`src/rtl/core/hpt_pkg.sv`:
```
// hpt_pkg: shared types and constants for the HDR pixel tone mapper.
// Payload structs, the configuration record, register indexes and reset values.
// No dependencies.
`default_nettype none

package hpt_pkg;

    localparam int SUM_WIDTH_DEF   = 32;
    localparam int GAMMA_DEPTH_DEF = 1024;
    localparam int QUEUE_DEPTH     = 4;

    localparam int FIELD_W   = 32;
    localparam int CODE_W    = 8;
    localparam int COUNT_W   = 11;
    localparam int GAIN_W    = 16;
    localparam int GAIN_FRAC = 12;
    localparam int FRAC_BITS = 20;

    localparam logic [CODE_W-1:0] CODE_MAX = 8'hFF;

    localparam int CFG_INDEX_W = 4;
    localparam int CFG_DATA_W  = 16;

    localparam logic [CFG_INDEX_W-1:0] CFG_SAMPLE_COUNT  = 4'd0;
    localparam logic [CFG_INDEX_W-1:0] CFG_EXPOSURE_GAIN = 4'd1;
    localparam logic [CFG_INDEX_W-1:0] CFG_TONE_MODE     = 4'd2;
    localparam logic [CFG_INDEX_W-1:0] CFG_GAMMA_MODE    = 4'd3;

    localparam logic [COUNT_W-1:0] RST_SAMPLE_COUNT  = 11'd10;
    localparam logic [GAIN_W-1:0]  RST_EXPOSURE_GAIN = 16'd4096;

    typedef struct packed {
        logic [FIELD_W-1:0] sum_red;
        logic [FIELD_W-1:0] sum_green;
        logic [FIELD_W-1:0] sum_blue;
    } pixel_t;

    typedef struct packed {
        logic [CODE_W-1:0] out_red;
        logic [CODE_W-1:0] out_green;
        logic [CODE_W-1:0] out_blue;
    } code_t;

    typedef struct packed {
        logic [COUNT_W-1:0] sample_count;
        logic [GAIN_W-1:0]  exposure_gain;
        logic               tone_mode;
        logic               gamma_mode;
    } cfg_t;

endpackage

`default_nettype wire

```
`src/rtl/core/hpt_queue.sv`:
```
// hpt_queue: short word queue between the averaging front and the tone back.
// Register array with read and write pointers. Uses hpt_pkg for the default depth.
`default_nettype none

module hpt_queue #(
    parameter int WIDTH = 3 * hpt_pkg::SUM_WIDTH_DEF,
    parameter int DEPTH = hpt_pkg::QUEUE_DEPTH
) (
    input  logic             clk,
    input  logic             rst_n,
    input  logic             in_valid,
    output logic             in_ready,
    input  logic [WIDTH-1:0] in_data,
    output logic             out_valid,
    input  logic             out_ready,
    output logic [WIDTH-1:0] out_data
);

    localparam int PW = $clog2(DEPTH);
    localparam int NW = $clog2(DEPTH + 1);

    logic [WIDTH-1:0] mem [DEPTH];
    logic [PW-1:0]    wr_ptr_reg, wr_ptr_next;
    logic [PW-1:0]    rd_ptr_reg, rd_ptr_next;
    logic [NW-1:0]    cnt_reg, cnt_next;
    logic             wr, rd;

    assign in_ready  = cnt_reg != NW'(DEPTH);
    assign out_valid = cnt_reg != '0;
    assign out_data  = mem[rd_ptr_reg];
    assign wr        = in_valid && in_ready;
    assign rd        = out_valid && out_ready;

    always_comb
    begin
        wr_ptr_next = wr_ptr_reg;
        rd_ptr_next = rd_ptr_reg;
        cnt_next    = cnt_reg;
        if (wr)
        begin
            wr_ptr_next = (wr_ptr_reg == PW'(DEPTH - 1)) ? '0 : wr_ptr_reg + PW'(1);
        end
        if (rd)
        begin
            rd_ptr_next = (rd_ptr_reg == PW'(DEPTH - 1)) ? '0 : rd_ptr_reg + PW'(1);
        end
        if (wr && !rd)
        begin
            cnt_next = cnt_reg + NW'(1);
        end
        else if (rd && !wr)
        begin
            cnt_next = cnt_reg - NW'(1);
        end
    end

    always_ff @(posedge clk or negedge rst_n)
    begin
        if (!rst_n)
        begin
            wr_ptr_reg <= '0;
            rd_ptr_reg <= '0;
            cnt_reg    <= '0;
        end
        else
        begin
            wr_ptr_reg <= wr_ptr_next;
            rd_ptr_reg <= rd_ptr_next;
            cnt_reg    <= cnt_next;
        end
    end

    always_ff @(posedge clk)
    begin
        if (wr)
        begin
            mem[wr_ptr_reg] <= in_data;
        end
    end

endmodule

`default_nettype wire

```
`config.mk`:
```
export PLATFORM = sky130hd
export DESIGN_NAME = hpt_queue
export DESIGN_NICKNAME = d
export VERILOG_FILES = /design/src/rtl/core/hpt_pkg.sv /design/src/rtl/core/hpt_queue.sv
export SDC_FILE = /design/constraint.sdc
export NUM_CORES = 1
export LEC_CHECK = 0
export BUFFER_PORTS_ARGS = -buffer_cell sky130_fd_sc_hd__buf_2
export CAP_MARGIN = 20
export CORE_UTILIZATION = 57
export DETAILED_ROUTE_END_ITERATION = 10
export MAX_ROUTING_LAYER = met4
export PLACE_DENSITY = 0.79
export SLEW_MARGIN = 20
export SYNTH_ARGS = -nofsm -noshare
export SYNTH_HDL_FRONTEND = slang
export SYNTH_SLANG_ARGS = --single-unit
export TNS_END_PERCENT = 5
```
`constraint.sdc`:
```
create_clock -name clk -period 4.8 [get_ports clk]
set_clock_uncertainty 0.15 [all_clocks]
set_input_delay 0.96 -clock clk [delete_from_list [all_inputs] [get_ports clk]]
set_output_delay 0.96 -clock clk [all_outputs]
set_load 0.005 [all_outputs]
```
==> run_results.csv, run 1 <==
group,metric,value,unit
status,status,"finished clean",
logic_synthesis,synthMuxAreaShare,0.155,
placed_design,portBuffers,197,
logic_synthesis,synth_top_family_by_area,"multiplexers",
floorplanning,die_h,160,um
sta,worstMarginPinSlew,0.721,ns
floorplanning,die_x,160,um
clock_tree,cts_tree,"done",
logic_synthesis,synth_ff_type,"edfxtp_1",
logic_synthesis,yosysWarnings,0,
logic_synthesis,syn_inst,539,
layout,register_area,0.0117,sq mm
layout,synthToLayoutAreaGrowth,18.3,%
worst_hold_path,min_path_type,"in -> async",
drt,viasPerCell,5.73,
drt,avgRoutedWirePerCell,23.1,um
critical_path,required,3.69,ns
drt,ant_nets,0,
grt,antenna_found_initial,4,
floorplanning,start_util,0.584,
drt,first_iter_violations,476,
logic_synthesis,ys_seq_area_frac,0.820,
logic_synthesis,synth_seq_cells,391,
critical_path,path_max_fanout,46,
clock_tree,path_clk_slew,0.06,ns
sta,drv_slew,0,
grt,grt_pass1_wl,39.7,mm
drt,first_pass_iters,6,
layout,layout_commonest_cell,"edfxtp_1",
sta,final-hold-violation-count,0,
sta,max_freq,0.274,GHz
floorplanning,rows,57,
sta,rsz0062_at_grt,"false",
grt,grt_overflow,0,
placed_design,postPlaceCellArea,0.0157,sq mm
floorplanning,fp.dieArea,0.0257,sq mm
layout,final_area,0.0169,sq mm
sta,max_slew_margin,0.519,
flow_run,cap_viol_max_count,0,
sta,setup_tns,0,ns
critical_path,critPathLaunchType,"register",
sta,finalCriticalPeriod,3.65,ns
logic_synthesis,synth-xor-area-share,0.00184,
layout,final_cells,1119,
layout,fillers,1480,
clock_tree,cts_buffers,39,
floorplanning,design.core.area,0.0245,sq mm
layout,final_nets,870,
clock_tree,h-tree-depth,2,
grt,grt_max_degree,63,
critical_path,reg2reg_from,"cnt_reg[0]",
layout,multi_input_area,0.00241,sq mm
clock_tree,clk_latency,0.51,ns
pwr,powerDensity,612,mW/mm^2
critical_path,r2r_cells,4,
pwr,ir_drop,0.400,mV
clock_tree,postCtsSetupBuffers,0,
drt,drt-total-wl,25.8,mm
pwr,p_leak,0.00576,uW
logic_synthesis,syn-num-nets,646,
logic_synthesis,synth_fa_ha_area_frac,0.00666,
logic_synthesis,synth-simple-area-share,0.00377,
logic_synthesis,synth_compound_area_frac,0.000526,
clock_tree,clockBufferDepth,3,
clock_tree,post_cts_resized,0,
placed_design,dp.cells,1046,
sta,fin_hold_ws,0.138,ns
grt,gr-usage-all-layers,0.215,
placed_design,gp_congestion,0.716,
layout,layout_common_cells,"384 x edfxtp_1, 197 x buf_2, 96 x mux4_2, 41 x clkbuf_16, 10 x clkinv_2",
layout,layout-drive-gt1-share,0.466,
critical_path,arrival,2.54,ns
critical_path,cp-end-kind,"output port",
critical_path,regToRegSetupSlack,2.17,ns
drt,drc_errors,0,
clock_tree,cts_root_buf,"clkbuf_16",
floorplanning,ioPinCount,198,
logic_synthesis,synth.distinct_cells,20,
clock_tree,cts_sinks,391,
critical_path,worstSetupPathType,"reg -> out",
sta,setup-violations-final,0,
logic_synthesis,synth_area_per_cell,26.5,sq um
layout,largest_reg_flops,384,
logic_synthesis,synth_enable_flop_cells,384,
clock_tree,hold_buffers,0,
grt,grt_pass1_vias,7024,
logic_synthesis,async_flop_share,0.0179,
critical_path,r2r_end,"mem[2][52]",
placed_design,hpwlAfterDp,15.8,mm
drt,dr_total_vias,6417,
sta,period_share,0.761,
logic_synthesis,syn_area,0.0143,sq mm
-- metrics by stage --
stage | utilization | total power (uW) | setup slack (ns)
3_3_place_gp | 0.640 | 7500 | 1.61
4_1_cts | 0.690 | 10500 | 1.04
3_5_place_dp | 0.640 | 7620 | 1.60
5_1_grt | 0.690 | 10800 | 0.944
2_1_floorplan | - | 6540 | 0.601
6_report | 0.690 | 10300 | 1.15
-- area by class of cell --
class,instances,area share
Timing Repair Buffer,205,0.0664
Inverter,3,0.000667
Antenna cell,4,0.000593
Clock inverter,23,0.00986
Clock buffer,46,0.0619
Tap cell,324,0.0240
Sequential cell,391,0.694
Multi-Input combinational cell,123,0.143
-- worst max-delay path by stage --
stage	startpoint	to	slack, ns	cells after the start
detailed placement	in_valid	mem[1][42]	1.60	4
global route	rd_ptr_reg[0]	out_data[20]	0.94	3
finish	rd_ptr_reg[0]	out_data[8]	1.15	3
CTS	rd_ptr_reg[0]	out_data[47]	1.04	3
global placement	rd_ptr_reg[0]	out_data[32]	1.61	3
floorplan	in_valid	mem[1][0]	0.60	2
-- critical path, stage by stage (launching register included) --
cell and delay, ns:
dfrtp_4 0.84, buf_12 0.43, mux4_2 0.57, buf_2 0.15
-- cells by family (layout without fill, tap and decap cells) --
group	Yosys count	count (layout)
buf+inv	25	277
compound gates	1	1
xor+xnor	3	3
simple gates	11	11
other cells	0	4
flops	391	391
mux	101	101
fa+ha+maj	7	7
-- report_power, final --
part / switching, uW / internal, uW
Combinational: 1310 / 1370
Sequential: 308 / 4510
Clock: 1170 / 1660
-- routing by layer --
layer	wire, um	vias to the layer above	part of all wire	track usage
met4	575	0	0.022	0.0701
met2	14000	200	0.54	0.363
li1	-	2786	-	-
met5	0	-	0	-
met1	9910	3391	0.38	0.265
met3	1350	40	0.052	0.0421
-- synth_stat cells (2+ instances only) --
master	count	area share
buf_4	6	0.0032
buf_2	7	0.0025
xor2_1	2	0.0012
mux2_2	5	0.0039
clkbuf_1	5	0.0013
nand2_1	2	0.00053
and2_1	4	0.0018
ha_1	6	0.0053
edfxtp_1	384	0.81
nor2_1	4	0.0011
inv_1	3	0.00079
mux4_2	96	0.15
buf_6	2	0.0016
dfrtp_1	7	0.012
Note: power is estimated with default switching activity, not from simulation.
==> run 2, diff against run 1 <==
clock period = 3.69 ns   (was 4.8 ns; I/O delays follow)
==> run_results.csv, run 2 (synthesized netlist as in run 1, its figures left out) <==
group,metric,value,unit
status,status,"finished clean",
clock_tree,postCtsSetupBuffers,0,
grt,grt_overflow,0,
grt,grt_pass1_wl,41.7,mm
placed_design,postPlaceCellArea,0.0157,sq mm
sta,period_share,0.895,
sta,max_freq,0.303,GHz
drt,drt-total-wl,27.1,mm
layout,multi_input_area,0.00241,sq mm
layout,fillers,1453,
floorplanning,die_h,160,um
critical_path,cp-end-kind,"output port",
drt,dr_total_vias,6500,
grt,grt_max_degree,91,
pwr,p_total,13900,uW
floorplanning,die_x,160,um
sta,drv_slew,0,
critical_path,path_max_fanout,41,
layout,final_area,0.0171,sq mm
layout,register_area,0.0117,sq mm
clock_tree,cts_sinks,391,
placed_design,portBuffers,197,
critical_path,cp_slowest_cell,"dfrtp_4",
pwr,powerDensity,813,mW/mm^2
critical_path,required,2.80,ns
layout,layout_common_cells,"384 x edfxtp_1, 197 x buf_2, 96 x mux4_2, 40 x clkbuf_16, 10 x clkbuf_1",
pwr,ir_drop,0.523,mV
critical_path,worstSetupPathType,"reg -> out",
floorplanning,rows,57,
drt,viasPerCell,5.74,
grt,grt_pass1_vias,7235,
clock_tree,clk_latency,0.52,ns
placed_design,hpwlAfterDp,16.6,mm
sta,rsz0062_at_grt,"false",
clock_tree,cts_root_buf,"clkbuf_16",
critical_path,arrival,2.41,ns
sta,finalCriticalPeriod,3.30,ns
sta,setup-violations-final,0,
clock_tree,h-tree-depth,2,
clock_tree,cts_buffers,39,
clock_tree,path_clk_slew,0.06,ns
floorplanning,fp.dieArea,0.0257,sq mm
flow_run,cap_viol_max_count,0,
layout,final_nets,879,
grt,gr-usage-all-layers,0.227,
drt,avgRoutedWirePerCell,23.9,um
layout,largest_reg_flops,384,
sta,final-hold-violation-count,0,
floorplanning,design.core.area,0.0245,sq mm
critical_path,path_cells,"buf_12 > mux4_2 > buf_2",
worst_hold_path,min_path_type,"in -> reg",
critical_path,max_stage_delay,0.75,ns
critical_path,critPathLaunchType,"register",
placed_design,gp_congestion,0.743,
sta,max_slew_margin,0.608,
grt,antenna_found_initial,5,
drt,ant_nets,0,
layout,layout-drive-gt1-share,0.467,
layout,synthToLayoutAreaGrowth,19.8,%
sta,worstMarginPinSlew,0.588,ns
clock_tree,clockBufferDepth,3,
drt,drc_errors,0,
floorplanning,start_util,0.584,
layout,layout_commonest_cell,"edfxtp_1",
drt,first_pass_iters,5,
clock_tree,cts_tree,"done",
floorplanning,ioPinCount,198,
drt,first_iter_violations,460,
pwr,p_leak,0.00587,uW
run 2: worst paths after layout:
check / start / end / slack [ns] / depth (start not counted)
worst max-delay path: rd_ptr_reg[0] / out_data[44] / 0.39 / 3
worst min-delay path: in_data[63] / mem[0][63] / 0.27 / 1
worst max register to register: cnt_reg[0] / cnt_reg[2] / 1.29 / 8
worst min register to register: cnt_reg[2] / cnt_reg[2] / 0.38 / 1
max in group asynchronous: rst_n / rd_ptr_reg[1] / 2.79 / 2
min in group asynchronous: rst_n / wr_ptr_reg[1] / 0.43 / 2
run 2: metal layers:
metal,GRT usage,share of wire,vias to the layer above
met3,0.0418,0.056,52
met1,0.275,0.38,3425
li1,-,-,2802
met5,-,0,-
met4,0.0801,0.027,0
met2,0.387,0.54,221
run 2: final cells by class:
type | count | area share
Clock buffer | 50 | 0.0607
Sequential cell | 391 | 0.685
Inverter | 3 | 0.000658
Tap cell | 324 | 0.0237
Multi-Input combinational cell | 123 | 0.141
Timing Repair Buffer | 214 | 0.0711
Clock inverter | 22 | 0.0174
Antenna cell | 5 | 0.000731
run 2: critical path, delay by kind of cell (launching register included):
family,cells,cell delay [ns]
buf+inv,2,0.54
mux,1,0.57
flops,1,0.75
run 2: repair_timing:
action,in CTS,in global routing
gates resized for setup,0,0
hold endpoints to repair,7,0
hold buffers,1,0
run 2: power by group:
group          leakage (uW)  switching (uW)  internal, uW
combinational       0.00162            1800          1840
clock              0.000646            1560          2490
sequential          0.00360             347          5870
run 2: through the flow:
| stage | hold WS [ns] | instances | setup slack [ns] | utilization | setup TNS, ns |
|---|---|---|---|---|---|
| after floorplan | 0.292 | 539 | -0.286 | - | -82.45 |
| after global placement | 0.341 | 1054 | 0.885 | 0.644 | 0 |
| after detailed placement | 0.376 | 1054 | 0.872 | 0.644 | 0 |
| after CTS | 0.256 | 1127 | 0.306 | 0.699 | 0 |
| after global routing | 0.256 | 1132 | 0.240 | 0.699 | 0 |
| final | 0.275 | 1132 | 0.389 | 0.699 | 0 |
==> run 3, diff against run 2 <==
CAP_MARGIN = 0   (was 20)
PLACE_DENSITY = 0.8   (was 0.79)
RECOVER_POWER = 100   (was default)
==> run_results.csv, run 3 (synthesized netlist as in run 1, its figures left out) <==
group,metric,value,unit
layout,layout-drive-gt1-share,0.275,
grt,grt_pass1_vias,6777,
layout,final_core_util,0.685,
drt,drc_errors,0,
clock_tree,cts_tree,"done",
floorplanning,die_h,160,um
placed_design,gp_congestion,0.756,
pwr,p_leak,0.00539,uW
sta,period_share,0.886,
layout,synthToLayoutAreaGrowth,17.4,%
pwr,powerDensity,801,mW/mm^2
grt,antenna_found_initial,3,
clock_tree,cts_buffers,38,
clock_tree,cts_root_buf,"clkbuf_16",
drt,dr_total_vias,6395,
critical_path,crit_start,"rd_ptr_reg[1]",
sta,rsz0062_at_grt,"false",
layout,final_nets,875,
layout,layout_commonest_cell,"edfxtp_1",
floorplanning,ioPinCount,198,
sta,max_slew_margin,0.124,
critical_path,cp-end-kind,"output port",
critical_path,path_max_fanout,49,
floorplanning,die_x,160,um
drt,first_iter_violations,490,
floorplanning,fp.dieArea,0.0257,sq mm
drt,avgRoutedWirePerCell,22.7,um
floorplanning,start_util,0.584,
grt,grt_max_degree,57,
layout,largest_reg_flops,384,
layout,layout_common_cells,"384 x edfxtp_1, 158 x clkbuf_1, 96 x mux4_2, 50 x buf_2, 41 x clkbuf_16",
sta,setup-violations-final,0,
floorplanning,rows,57,
grt,grt_pass1_wl,39.0,mm
clock_tree,cts_sinks,391,
placed_design,portBuffers,197,
sta,max_freq,0.306,GHz
worst_hold_path,min_path_type,"in -> reg",
sta,finalCriticalPeriod,3.27,ns
pwr,p_total,13400,uW
clock_tree,path_clk_slew,0.06,ns
clock_tree,clk_latency,0.50,ns
clock_tree,h-tree-depth,2,
drt,drt-total-wl,25.6,mm
sta,setup_tns,0,ns
critical_path,worstSetupPathType,"reg -> out",
grt,grt_overflow,0,
critical_path,critPathLaunchType,"register",
critical_path,r2r_cells,4,
sta,final-hold-violation-count,0,
critical_path,crit_path_end,"out_data[27]",
critical_path,arrival,2.38,ns
pwr,ir_drop,0.514,mV
sta,fin_hold_ws,0.338,ns
critical_path,r2r_end,"mem[0][79]",
clock_tree,postCtsSetupBuffers,0,
sta,worstMarginPinSlew,1.31,ns
placed_design,hpwlAfterDp,15.7,mm
critical_path,reg2reg_from,"cnt_reg[0]",
drt,viasPerCell,5.69,
critical_path,regToRegSetupSlack,0.44,ns
critical_path,required,2.80,ns
floorplanning,design.core.area,0.0245,sq mm
clock_tree,clockBufferDepth,3,
drt,ant_nets,0,
drt,first_pass_iters,6,
status,status,"finished clean",
grt,gr-usage-all-layers,0.210,
flow_run,cap_viol_max_count,0,
sta,drv_slew,0,
[run 3: changes by cell type in the layout (fill, tap and decap cells not counted), moves of 3 or more]
cell / change
clkbuf_8: +3
clkbuf_1: +148
buf_12: -3
and2_4: -3
and2_2: +3
buf_2: -147
buf_4: -7
bufinv_16: -4
clkbuf_2: +3
[run 3: what timing repair did]
action | CTS | global route
hold endpoints to repair | 7 | 0
resized for setup | 0 | 0
hold buffers | 1 | 0
[run 3: layout make-up]
type / count / area (sq um)
antenna: 3 / 7.51
clock inverter: 17 / 153
multi-input combinational: 123 / 2410
tap: 324 / 405
inverter: 3 / 11.3
timing repair buffer: 211 / 957
clock buffer: 52 / 1100
sequential: 391 / 11700
fill: 1557 / 7710
[run 3: worst min-delay path by stage]
| stage | to | cells after the start | start | slack (ns) |
|---|---|---|---|---|
| 2_1_floorplan | cnt_reg[0] | 0 | rst_n | 0.29 |
| 3_3_place_gp | cnt_reg[2] | 1 | cnt_reg[2] | 0.34 |
| 3_5_place_dp | cnt_reg[2] | 1 | cnt_reg[2] | 0.39 |
| 4_1_cts | mem[2][51] | 1 | in_data[51] | 0.27 |
| 5_1_grt | mem[2][51] | 1 | in_data[51] | 0.32 |
| 6_report | mem[2][51] | 1 | in_data[51] | 0.34 |
[run 3: layer usage]
layer / global-route usage / routed length [um]
met2: 0.335 / 13400
met5: - / 0
met3: 0.0434 / 1420
met1: 0.269 / 10100
met4: 0.0844 / 694
[run 3: per-stage QoR]
step,worst slack [ns],cell area (sq um),cells
floorplan,-0.286,14300,539
finish,0.420,16800,1124
global placement,0.964,15700,1051
CTS,0.386,17000,1121
global route,0.217,16800,1124
detailed placement,0.898,15700,1051
[run 3: worst max-delay path: stages (launching register included)]
cell,delay (ns)
dfrtp_4,0.90
buf_4,0.43
mux4_2,0.38
buf_2,0.15
[run 3: report_power, final]
| group | internal (uW) | switching (uW) | leakage, uW |
|---|---|---|---|
| sequential | 5880 | 333 | 0.00360 |
| combinational | 1660 | 1750 | 0.00118 |
| clock | 2290 | 1510 | 0.000613 |
